[src/kvt_pkg.sv]
// Package for the key/value table: sizes, command and status codes,
// entry and memory request types. No dependencies.
`default_nettype none

package kvt_pkg;

  localparam int ENTRIES = 16;
  localparam int ADDR_W  = (ENTRIES > 1) ? $clog2(ENTRIES) : 1;
  localparam int CNT_W   = $clog2(ENTRIES + 1);
  localparam int KEY_W   = 32;
  localparam int VAL_W   = 32;
  localparam int OUT_CNT_W = 5;

  typedef enum logic [1:0] {
    CMD_PUT    = 2'd0,
    CMD_GET    = 2'd1,
    CMD_REMOVE = 2'd2,
    CMD_NOP    = 2'd3
  } cmd_t;

  typedef enum logic [1:0] {
    STAT_OK        = 2'd0,
    STAT_NOT_FOUND = 2'd1,
    STAT_FULL      = 2'd2
  } status_t;

  typedef enum logic [1:0] {
    S_IDLE,
    S_LAST,
    S_SCAN,
    S_DONE
  } state_t;

  typedef struct packed {
    logic [KEY_W-1:0] key;
    logic [VAL_W-1:0] value;
  } entry_t;

  localparam int ENTRY_W = $bits(entry_t);

  typedef struct packed {
    logic              we;
    logic [ADDR_W-1:0] waddr;
    entry_t            wdata;
    logic              re;
    logic [ADDR_W-1:0] raddr;
  } mem_req_t;

endpackage

`default_nettype wire

[src/key_value_table_unit.sv]
// Top level of the key/value table: sequencer plus entry RAM.
// Depends on kvt_pkg, kvt_ctrl and kvt_ram.
//
// Usage:
//   A request (in_command, in_key, in_value) is taken at a rising edge where
//   start is high and busy is low. Commands: put, get, remove; code 3 is a
//   no-op that returns ok.
//   Exactly one result per request appears on out_status, out_read_value and
//   out_entry_count for one cycle, flagged by out_valid. The receiver cannot
//   stall; the result is simply presented for that single cycle.
//   A put or get scans the entries up to and including a hit, or all of them
//   on a miss; a remove first reads the tail entry. An empty table or the
//   no-op code skips the scan. The scan reads one entry per cycle through
//   the single RAM read port, then the done state writes back at most once
//   and presents the result. busy drops in the cycle out_valid is high, so
//   a new request may be taken then.
//   Reset (rst_n low, synchronous) empties the table and clears the
//   sequencer; RAM contents are not cleared, only the count is.
`default_nettype none

module key_value_table_unit (
  input  wire logic                            clk,
  input  wire logic                            rst_n,
  input  wire logic                            start,
  output logic                                 busy,
  input  wire logic [1:0]                      in_command,
  input  wire logic signed [kvt_pkg::KEY_W-1:0] in_key,
  input  wire logic signed [kvt_pkg::VAL_W-1:0] in_value,
  output logic                                 out_valid,
  output logic [1:0]                           out_status,
  output logic signed [kvt_pkg::VAL_W-1:0]     out_read_value,
  output logic [kvt_pkg::OUT_CNT_W-1:0]        out_entry_count
);
  import kvt_pkg::*;

  mem_req_t           mem_req;
  entry_t             mem_rdata;
  logic [ENTRY_W-1:0] rdata_raw;
  logic [VAL_W-1:0]   read_value;

  assign mem_rdata      = entry_t'(rdata_raw);
  assign out_read_value = read_value;

  kvt_ctrl u_ctrl (
    .clk             (clk),
    .rst_n           (rst_n),
    .start           (start),
    .busy            (busy),
    .in_command      (in_command),
    .in_key          (in_key),
    .in_value        (in_value),
    .mem_req         (mem_req),
    .mem_rdata       (mem_rdata),
    .out_valid       (out_valid),
    .out_status      (out_status),
    .out_read_value  (read_value),
    .out_entry_count (out_entry_count)
  );

  kvt_ram #(
    .DW    (ENTRY_W),
    .DEPTH (ENTRIES),
    .AW    (ADDR_W)
  ) u_ram (
    .clk   (clk),
    .we    (mem_req.we),
    .waddr (mem_req.waddr),
    .wdata (mem_req.wdata),
    .re    (mem_req.re),
    .raddr (mem_req.raddr),
    .rdata (rdata_raw)
  );

endmodule

`default_nettype wire

[src/kvt_ram.sv]
// Generic simple dual-port RAM: one write port, one read port, registered read.
// No package dependencies.
`default_nettype none

module kvt_ram #(
  parameter int DW    = 64,
  parameter int DEPTH = 16,
  parameter int AW    = (DEPTH > 1) ? $clog2(DEPTH) : 1
) (
  input  wire logic          clk,
  input  wire logic          we,
  input  wire logic [AW-1:0] waddr,
  input  wire logic [DW-1:0] wdata,
  input  wire logic          re,
  input  wire logic [AW-1:0] raddr,
  output logic      [DW-1:0] rdata
);

  logic [DW-1:0] mem [DEPTH];

  always_ff @(posedge clk) begin
    if (we) begin
      mem[waddr] <= wdata;
    end
  end

  always_ff @(posedge clk) begin
    if (re) begin
      rdata <= mem[raddr];
    end
  end

endmodule

`default_nettype wire

[src/kvt_ctrl.sv]
// Command sequencer for the key/value table: linear scan over the entry RAM,
// then at most one write-back and the result. Uses kvt_pkg.
`default_nettype none

module kvt_ctrl (
  input  wire logic                            clk,
  input  wire logic                            rst_n,
  input  wire logic                            start,
  output logic                                 busy,
  input  wire logic [1:0]                      in_command,
  input  wire logic [kvt_pkg::KEY_W-1:0]       in_key,
  input  wire logic [kvt_pkg::VAL_W-1:0]       in_value,
  output kvt_pkg::mem_req_t                    mem_req,
  input  wire kvt_pkg::entry_t                 mem_rdata,
  output logic                                 out_valid,
  output logic [1:0]                           out_status,
  output logic [kvt_pkg::VAL_W-1:0]            out_read_value,
  output logic [kvt_pkg::OUT_CNT_W-1:0]        out_entry_count
);
  import kvt_pkg::*;

  state_t             state_r, state_nxt;
  logic [1:0]         cmd_r, cmd_nxt;
  logic [KEY_W-1:0]   key_r, key_nxt;
  logic [VAL_W-1:0]   value_r, value_nxt;
  logic [CNT_W-1:0]   count_r, count_nxt;
  logic [CNT_W-1:0]   issue_r, issue_nxt;
  logic [ADDR_W-1:0]  cmp_idx_r, cmp_idx_nxt;
  logic               pend_r, pend_nxt;
  logic               last_pend_r, last_pend_nxt;
  logic               found_r, found_nxt;
  logic [ADDR_W-1:0]  slot_r, slot_nxt;
  logic [VAL_W-1:0]   fval_r, fval_nxt;
  entry_t             last_r, last_nxt;
  logic               ov_r, ov_nxt;
  logic [1:0]         ost_r, ost_nxt;
  logic [VAL_W-1:0]   orv_r, orv_nxt;
  logic [CNT_W-1:0]   cnt_m1;
  logic               hit;

  assign cnt_m1 = count_r - 1'b1;
  assign hit    = pend_r && (mem_rdata.key == key_r);
  assign busy   = (state_r != S_IDLE);

  always_comb begin
    state_nxt     = state_r;
    cmd_nxt       = cmd_r;
    key_nxt       = key_r;
    value_nxt     = value_r;
    count_nxt     = count_r;
    issue_nxt     = issue_r;
    cmp_idx_nxt   = cmp_idx_r;
    pend_nxt      = pend_r;
    last_pend_nxt = last_pend_r;
    found_nxt     = found_r;
    slot_nxt      = slot_r;
    fval_nxt      = fval_r;
    last_nxt      = last_r;
    ov_nxt        = 1'b0;
    ost_nxt       = ost_r;
    orv_nxt       = orv_r;
    mem_req       = '0;

    case (state_r)
      S_IDLE: begin
        if (start) begin
          cmd_nxt       = in_command;
          key_nxt       = in_key;
          value_nxt     = in_value;
          issue_nxt     = '0;
          pend_nxt      = 1'b0;
          last_pend_nxt = 1'b0;
          found_nxt     = 1'b0;
          if (count_r == '0 || in_command == CMD_NOP) begin
            state_nxt = S_DONE;
          end else if (in_command == CMD_REMOVE) begin
            state_nxt = S_LAST;
          end else begin
            state_nxt = S_SCAN;
          end
        end
      end

      S_LAST: begin
        // fetch the tail entry, it fills the hole on a remove
        mem_req.re    = 1'b1;
        mem_req.raddr = cnt_m1[ADDR_W-1:0];
        last_pend_nxt = 1'b1;
        state_nxt     = S_SCAN;
      end

      S_SCAN: begin
        if (last_pend_r) begin
          last_nxt      = mem_rdata;
          last_pend_nxt = 1'b0;
        end
        if (hit) begin
          found_nxt = 1'b1;
          slot_nxt  = cmp_idx_r;
          fval_nxt  = mem_rdata.value;
          pend_nxt  = 1'b0;
          state_nxt = S_DONE;
        end else if (issue_r < count_r) begin
          mem_req.re    = 1'b1;
          mem_req.raddr = issue_r[ADDR_W-1:0];
          cmp_idx_nxt   = issue_r[ADDR_W-1:0];
          issue_nxt     = CNT_W'(issue_r + 1'b1);
          pend_nxt      = 1'b1;
        end else begin
          pend_nxt  = 1'b0;
          state_nxt = S_DONE;
        end
      end

      S_DONE: begin
        ov_nxt    = 1'b1;
        ost_nxt   = STAT_OK;
        orv_nxt   = '0;
        state_nxt = S_IDLE;
        case (cmd_r)
          CMD_PUT: begin
            if (found_r) begin
              mem_req.we    = 1'b1;
              mem_req.waddr = slot_r;
              mem_req.wdata = '{key: key_r, value: value_r};
            end else if (count_r == CNT_W'(ENTRIES)) begin
              ost_nxt = STAT_FULL;
            end else begin
              mem_req.we    = 1'b1;
              mem_req.waddr = count_r[ADDR_W-1:0];
              mem_req.wdata = '{key: key_r, value: value_r};
              count_nxt     = CNT_W'(count_r + 1'b1);
            end
          end
          CMD_GET: begin
            if (found_r) begin
              orv_nxt = fval_r;
            end else begin
              ost_nxt = STAT_NOT_FOUND;
              orv_nxt = '1;
            end
          end
          CMD_REMOVE: begin
            if (found_r) begin
              mem_req.we    = 1'b1;
              mem_req.waddr = slot_r;
              mem_req.wdata = last_r;
              count_nxt     = cnt_m1;
            end else begin
              ost_nxt = STAT_NOT_FOUND;
            end
          end
          default: begin
            ost_nxt = STAT_OK;
          end
        endcase
      end

      default: begin
        state_nxt = S_IDLE;
      end
    endcase
  end

  always_ff @(posedge clk) begin
    if (!rst_n) begin
      state_r     <= S_IDLE;
      count_r     <= '0;
      pend_r      <= 1'b0;
      last_pend_r <= 1'b0;
      found_r     <= 1'b0;
      ov_r        <= 1'b0;
    end else begin
      state_r     <= state_nxt;
      count_r     <= count_nxt;
      pend_r      <= pend_nxt;
      last_pend_r <= last_pend_nxt;
      found_r     <= found_nxt;
      ov_r        <= ov_nxt;
    end
  end

  always_ff @(posedge clk) begin
    cmd_r     <= cmd_nxt;
    key_r     <= key_nxt;
    value_r   <= value_nxt;
    issue_r   <= issue_nxt;
    cmp_idx_r <= cmp_idx_nxt;
    slot_r    <= slot_nxt;
    fval_r    <= fval_nxt;
    last_r    <= last_nxt;
    ost_r     <= ost_nxt;
    orv_r     <= orv_nxt;
  end

  // count register already holds the post-command value when the strobe shows
  assign out_valid       = ov_r;
  assign out_status      = ost_r;
  assign out_read_value  = orv_r;
  assign out_entry_count = OUT_CNT_W'(count_r);

endmodule

`default_nettype wire

[config.mk]
export PLATFORM = sky130hd
export DESIGN_NAME = key_value_table_unit
export DESIGN_NICKNAME = d
export VERILOG_FILES = /design/src/kvt_pkg.sv /design/src/key_value_table_unit.sv /design/src/kvt_ram.sv /design/src/kvt_ctrl.sv
export SDC_FILE = /design/constraint.sdc
export NUM_CORES = 2
export LEC_CHECK = 0
export BUFFER_PORTS_ARGS = -buffer_cell sky130_fd_sc_hd__buf_4
export CAP_MARGIN = 20
export CORE_MARGIN = 8
export CORE_UTILIZATION = 39
export DETAILED_ROUTE_END_ITERATION = 7
export PLACE_DENSITY = 0.62
export SYNTH_ARGS = -nofsm -noshare
export SYNTH_HDL_FRONTEND = slang
export SYNTH_SLANG_ARGS = --single-unit
[constraint.sdc]
create_clock -name clk -period 7.05 [get_ports clk]
set_clock_uncertainty 0.2 [all_clocks]
set_input_delay 0.3525 -clock clk [delete_from_list [all_inputs] [get_ports clk]]
set_output_delay 0.3525 -clock clk [all_outputs]
set_load 0.005 [all_outputs]
==> flow_summary.rst <==
.. list-table::
   :header-rows: 1

   * - Metric
     - Value
   * - RSZ-0062 raised after global routing
     - no
   * - DR vias/cell
     - 5.93
   * - Register area share after synthesis
     - 73.5%
   * - ANT cells
     - 0
   * - Leak pwr
     - 0.0176 uW
   * - Most frequently used cell type in the post-synthesis netlist
     - edfxtp_1
   * - Gr usage total
     - a little under a fifth
   * - Kind of critical path
     - reg -> reg
   * - Maxcap violations
     - 0
   * - Largest stage delay on the critical path
     - 910 ps
   * - Switching portion of total power
     - between 20% and 30%
   * - Number of rows created at floorplan
     - 135
   * - H-Tree Depth
     - 4
   * - Via count of the first global-routing pass
     - 31223
   * - Number of antenna violations at the first check in global routing
     - 3
   * - Final estimated routing congestion in global placement
     - 0.768
   * - Met1 Usage GRT
     - 26.5%
   * - Total power draw
     - around 21000 uW
   * - Cell type contributing the most total cell area after synthesis
     - edfxtp_1
   * - DIE AREA
     - around 0.15 mm^2
   * - Final wirelength
     - ~150000 um
   * - Clk network pwr share
     - between 30% and 40%
   * - Crit share post-route
     - 74.3%
   * - Initial cell density of the core
     - 39.3%
   * - Detailed router's first-iteration violation count
     - 3392
   * - Wire length of the first global-routing pass
     - around 210000 um
   * - Hold slack
     - 108 ps
   * - Summed instance area of the synthesized netlist
     - 0.0533 mm^2
   * - Max Root-Sink Buffers
     - 3
   * - Max Freq
     - 191 MHz
   * - Count of unresolved DRC violations after routing
     - 0
   * - Top Ports
     - 110
   * - Worst VDD drop
     - 510 uV
   * - Met3 routing resource usage after global routing
     - under 10%
   * - Area share of the largest cell type after synthesis
     - 73.0%
   * - GRT busiest layer
     - met2
   * - Count of input and output buffers
     - ~110
   * - Final setup slack of the worst path
     - 1810 ps
   * - Top fanout value on the critical path
     - 71
   * - Synth Net Count
     - 3444
   * - Average wire per cell in the routed design
     - 27.5 um
   * - Hold violation total from the final report
     - 0
   * - Crit path buffers/inverters
     - 2
   * - TritonCTS Sinks
     - 1308
   * - Inserted Clock Buffers
     - 140
   * - Vias after detailed routing
     - 31713
   * - WP data arrival
     - 5480 ps
   * - Floorplan core area
     - 0.136 mm^2
   * - Post-synth EDFFs
     - 1297
   * - Pre-antenna DRT Iters
     - 6
   * - Worst-case headroom to the max-slew limit
     - around 20%
   * - Largest net degree at the start of global routing
     - approximately 210
   * - Status
     - finished, final reports clean
   * - Cell type of the slowest stage on the worst timing path
     - nand3_4
   * - Min-Delay Path Class
     - in -> reg
   * - Share of final-layout standard cells stronger than drive strength 1
     - 18.2%
   * - Insertion delay to the later sink of the worst-skew pair
     - 750 ps
   * - Total Negative Setup Slacks
     - 0 ps
   * - Sum of net half-perimeters after detailed placement
     - 69800 um
   * - Slew at the pin closest to its max-slew limit
     - 1200 ps
   * - Number of placed instances with taps included
     - 5026
   * - Number of synthesized register bits
     - 1308
   * - Yosys Warn Count
     - 0
   * - Die Wd
     - 386 um
   * - Clock tree from TritonCTS
     - built
   * - ANT nets after route
     - 0
   * - Distinct cell type count of the synthesized netlist
     - 50
   * - Type of element capturing the critical path
     - flip-flop
   * - Worst slack at placement
     - 1850 ps
   * - Sum of overflow across all layers after global routing
     - 0
   * - Clock Root Buffer
     - clkbuf_16
   * - Launching element type of the critical path
     - flip-flop
   * - Synthesized area per cell
     - 15.9 um^2
   * - Floorplan die height
     - 386 um
   * - Final nets
     - ~3500
   * - Synth async-reset ratio
     - 0%
   * - Cell count after synthesis
     - 3359
   * - Combinational Power Share
     - 22.3%
   * - Power per cell area
     - roughly 340 mW/mm^2
   * - Dominant delay contributor by cell family on the critical path
     - simple AND/OR/NAND/NOR gates
   * - Cell internal power dissipation
     - 14600 uW
   * - Power spent charging and discharging nets
     - 6210 uW
   * - Area added between synthesis and finish
     - 13.9%
   * - Final worst path period need
     - 5240 ps
   * - Synth cell count leaders
     - edfxtp_1, a21oi_1, o211ai_1
   * - Critical Path, Cell by Cell
     - inv_1, ha_1, a211oi_1, o21a_1, o211a_1, or2_4, nand3_4, buf_12, mux2_2, o211ai_1, nand4_1
   * - Power share of the sequential group
     - 44.4%
   * - Fraction of met2 tracks used by global routing
     - 30.4%
   * - Slew Limit Fails
     - 0
   * - Count of non-filler cells in the finished layout
     - around 5300
   * - Area contributors post-synth
     - edfxtp_1, mux2_2, nor4b_1, o211ai_1, a21oi_1
   * - Clock transition at the register clock pins on the worst setup and hold paths after CTS
     - around 60 ps
   * - Required time at the endpoint of the critical path
     - 7290 ps
   * - Flip-flop cell with the highest count after synthesis
     - edfxtp_1
   * - Number of failing setup endpoints in the final timing report
     - 0
   * - Filler cell count in the final layout
     - 11615
cells by family after synthesis:
logic type      count (synthesis)  share of synthesized area, %
compound gates                905                          10.3
xor+xnor                       40                         0.657
fa+ha+maj                      16                         0.375
buf+inv                       333                          3.21
flops                        1308                          73.5
mux                           255                          5.39
simple gates                  502                          6.59
metrics by stage:
| step | area (um^2) | utilization [%] |
|---|---|---|
| finish | 60700 | 44.8 |
| detailed placement | 55800 | 41.1 |
| global placement | 55800 | 41.1 |
| global route | 60700 | 44.8 |
| floorplan | 53300 | - |
| CTS | 60700 | 44.8 |
cells in the final DEF (no fill, tap or decap), types with 36 or more instances in the layout:
cell           instances
a22oi_1               64
dlygate4sd3_1         68
nor2_1                87
o21ai_0              209
buf_4                157
inv_1                 44
nand4_1               73
mux2_2               255
clkinv_1              41
o21ai_1               61
nor4b_1              256
a21boi_0              36
edfxtp_1            1297
clkbuf_16            144
a21oi_1              261
o211ai_1             257
per-layer routing:
layer | share of wire (%) | vias to the layer above
met3 | 9.2 | 237
met4 | 2.4 | 0
met2 | 47 | 1622
met1 | 42 | 16201
met5 | 0 | -
li1 | - | 13653
layout make-up:
type | count | area, um^2 | area share [%]
sequential | 1308 | 39200 | 64.5
multi-input combinational | 1718 | 12700 | 20.9
clock buffer | 176 | 3720 | 6.13
timing repair buffer | 244 | 2230 | 3.67
tap | 1781 | 2230 | 3.67
clock inverter | 73 | 544 | 0.896
inverter | 45 | 171 | 0.282
power groups by stage:
| stage | registers, uW | clock network [uW] | logic, uW |
|---|---|---|---|
| after floorplan | 9280 | 0 | 3200 |
| after global placement | 9400 | 0 | 4520 |
| after detailed placement | 9400 | 0 | 4580 |
| after CTS | 9240 | 7050 | 4620 |
| after global routing | 9260 | 7330 | 4920 |
| final | 9240 | 6930 | 4650 |
state kept, by name (all words and copies together) (netlist names), 2 cells and up:
| register | count |
|---|---|
| u_ctrl.issue_r | 5 |
| u_ctrl.last_r | 64 |
| u_ctrl.cmd_r | 2 |
| u_ram.rdata | 64 |
| u_ctrl.fval_r | 32 |
| u_ctrl.cmp_idx_r | 4 |
| u_ctrl.state_r | 2 |
| u_ctrl.key_r | 32 |
| u_ctrl.value_r | 32 |
| u_ram.mem | 1024 |
| u_ctrl.slot_r | 4 |
| u_ctrl.out_entry_count | 5 |
| u_ctrl.out_status | 2 |
| u_ctrl.out_read_value | 32 |
path summary, 6_finish.rpt:
| kind | startpoint | end | slack, ps | depth (start not counted) |
|---|---|---|---|---|
| worst max-delay path | u_ctrl.out_entry_count[3] | u_ram.rdata[56] | 1810 | 11 |
| worst min-delay path | in_value[4] | u_ctrl.value_r[4] | 110 | 2 |
| worst max register to register | u_ctrl.out_entry_count[3] | u_ram.rdata[56] | 1810 | 11 |
| worst min register to register | u_ctrl.cmp_idx_r[0] | u_ctrl.slot_r[0] | 240 | 0 |
timing repair:
action | 4_1_cts | 5_1_grt
buffers inserted | 0 | 0
hold endpoints to repair | 77 | 0
resized for setup | 0 | 0
hold buffers | 68 | 0
Power figures use the tool's default switching activity.
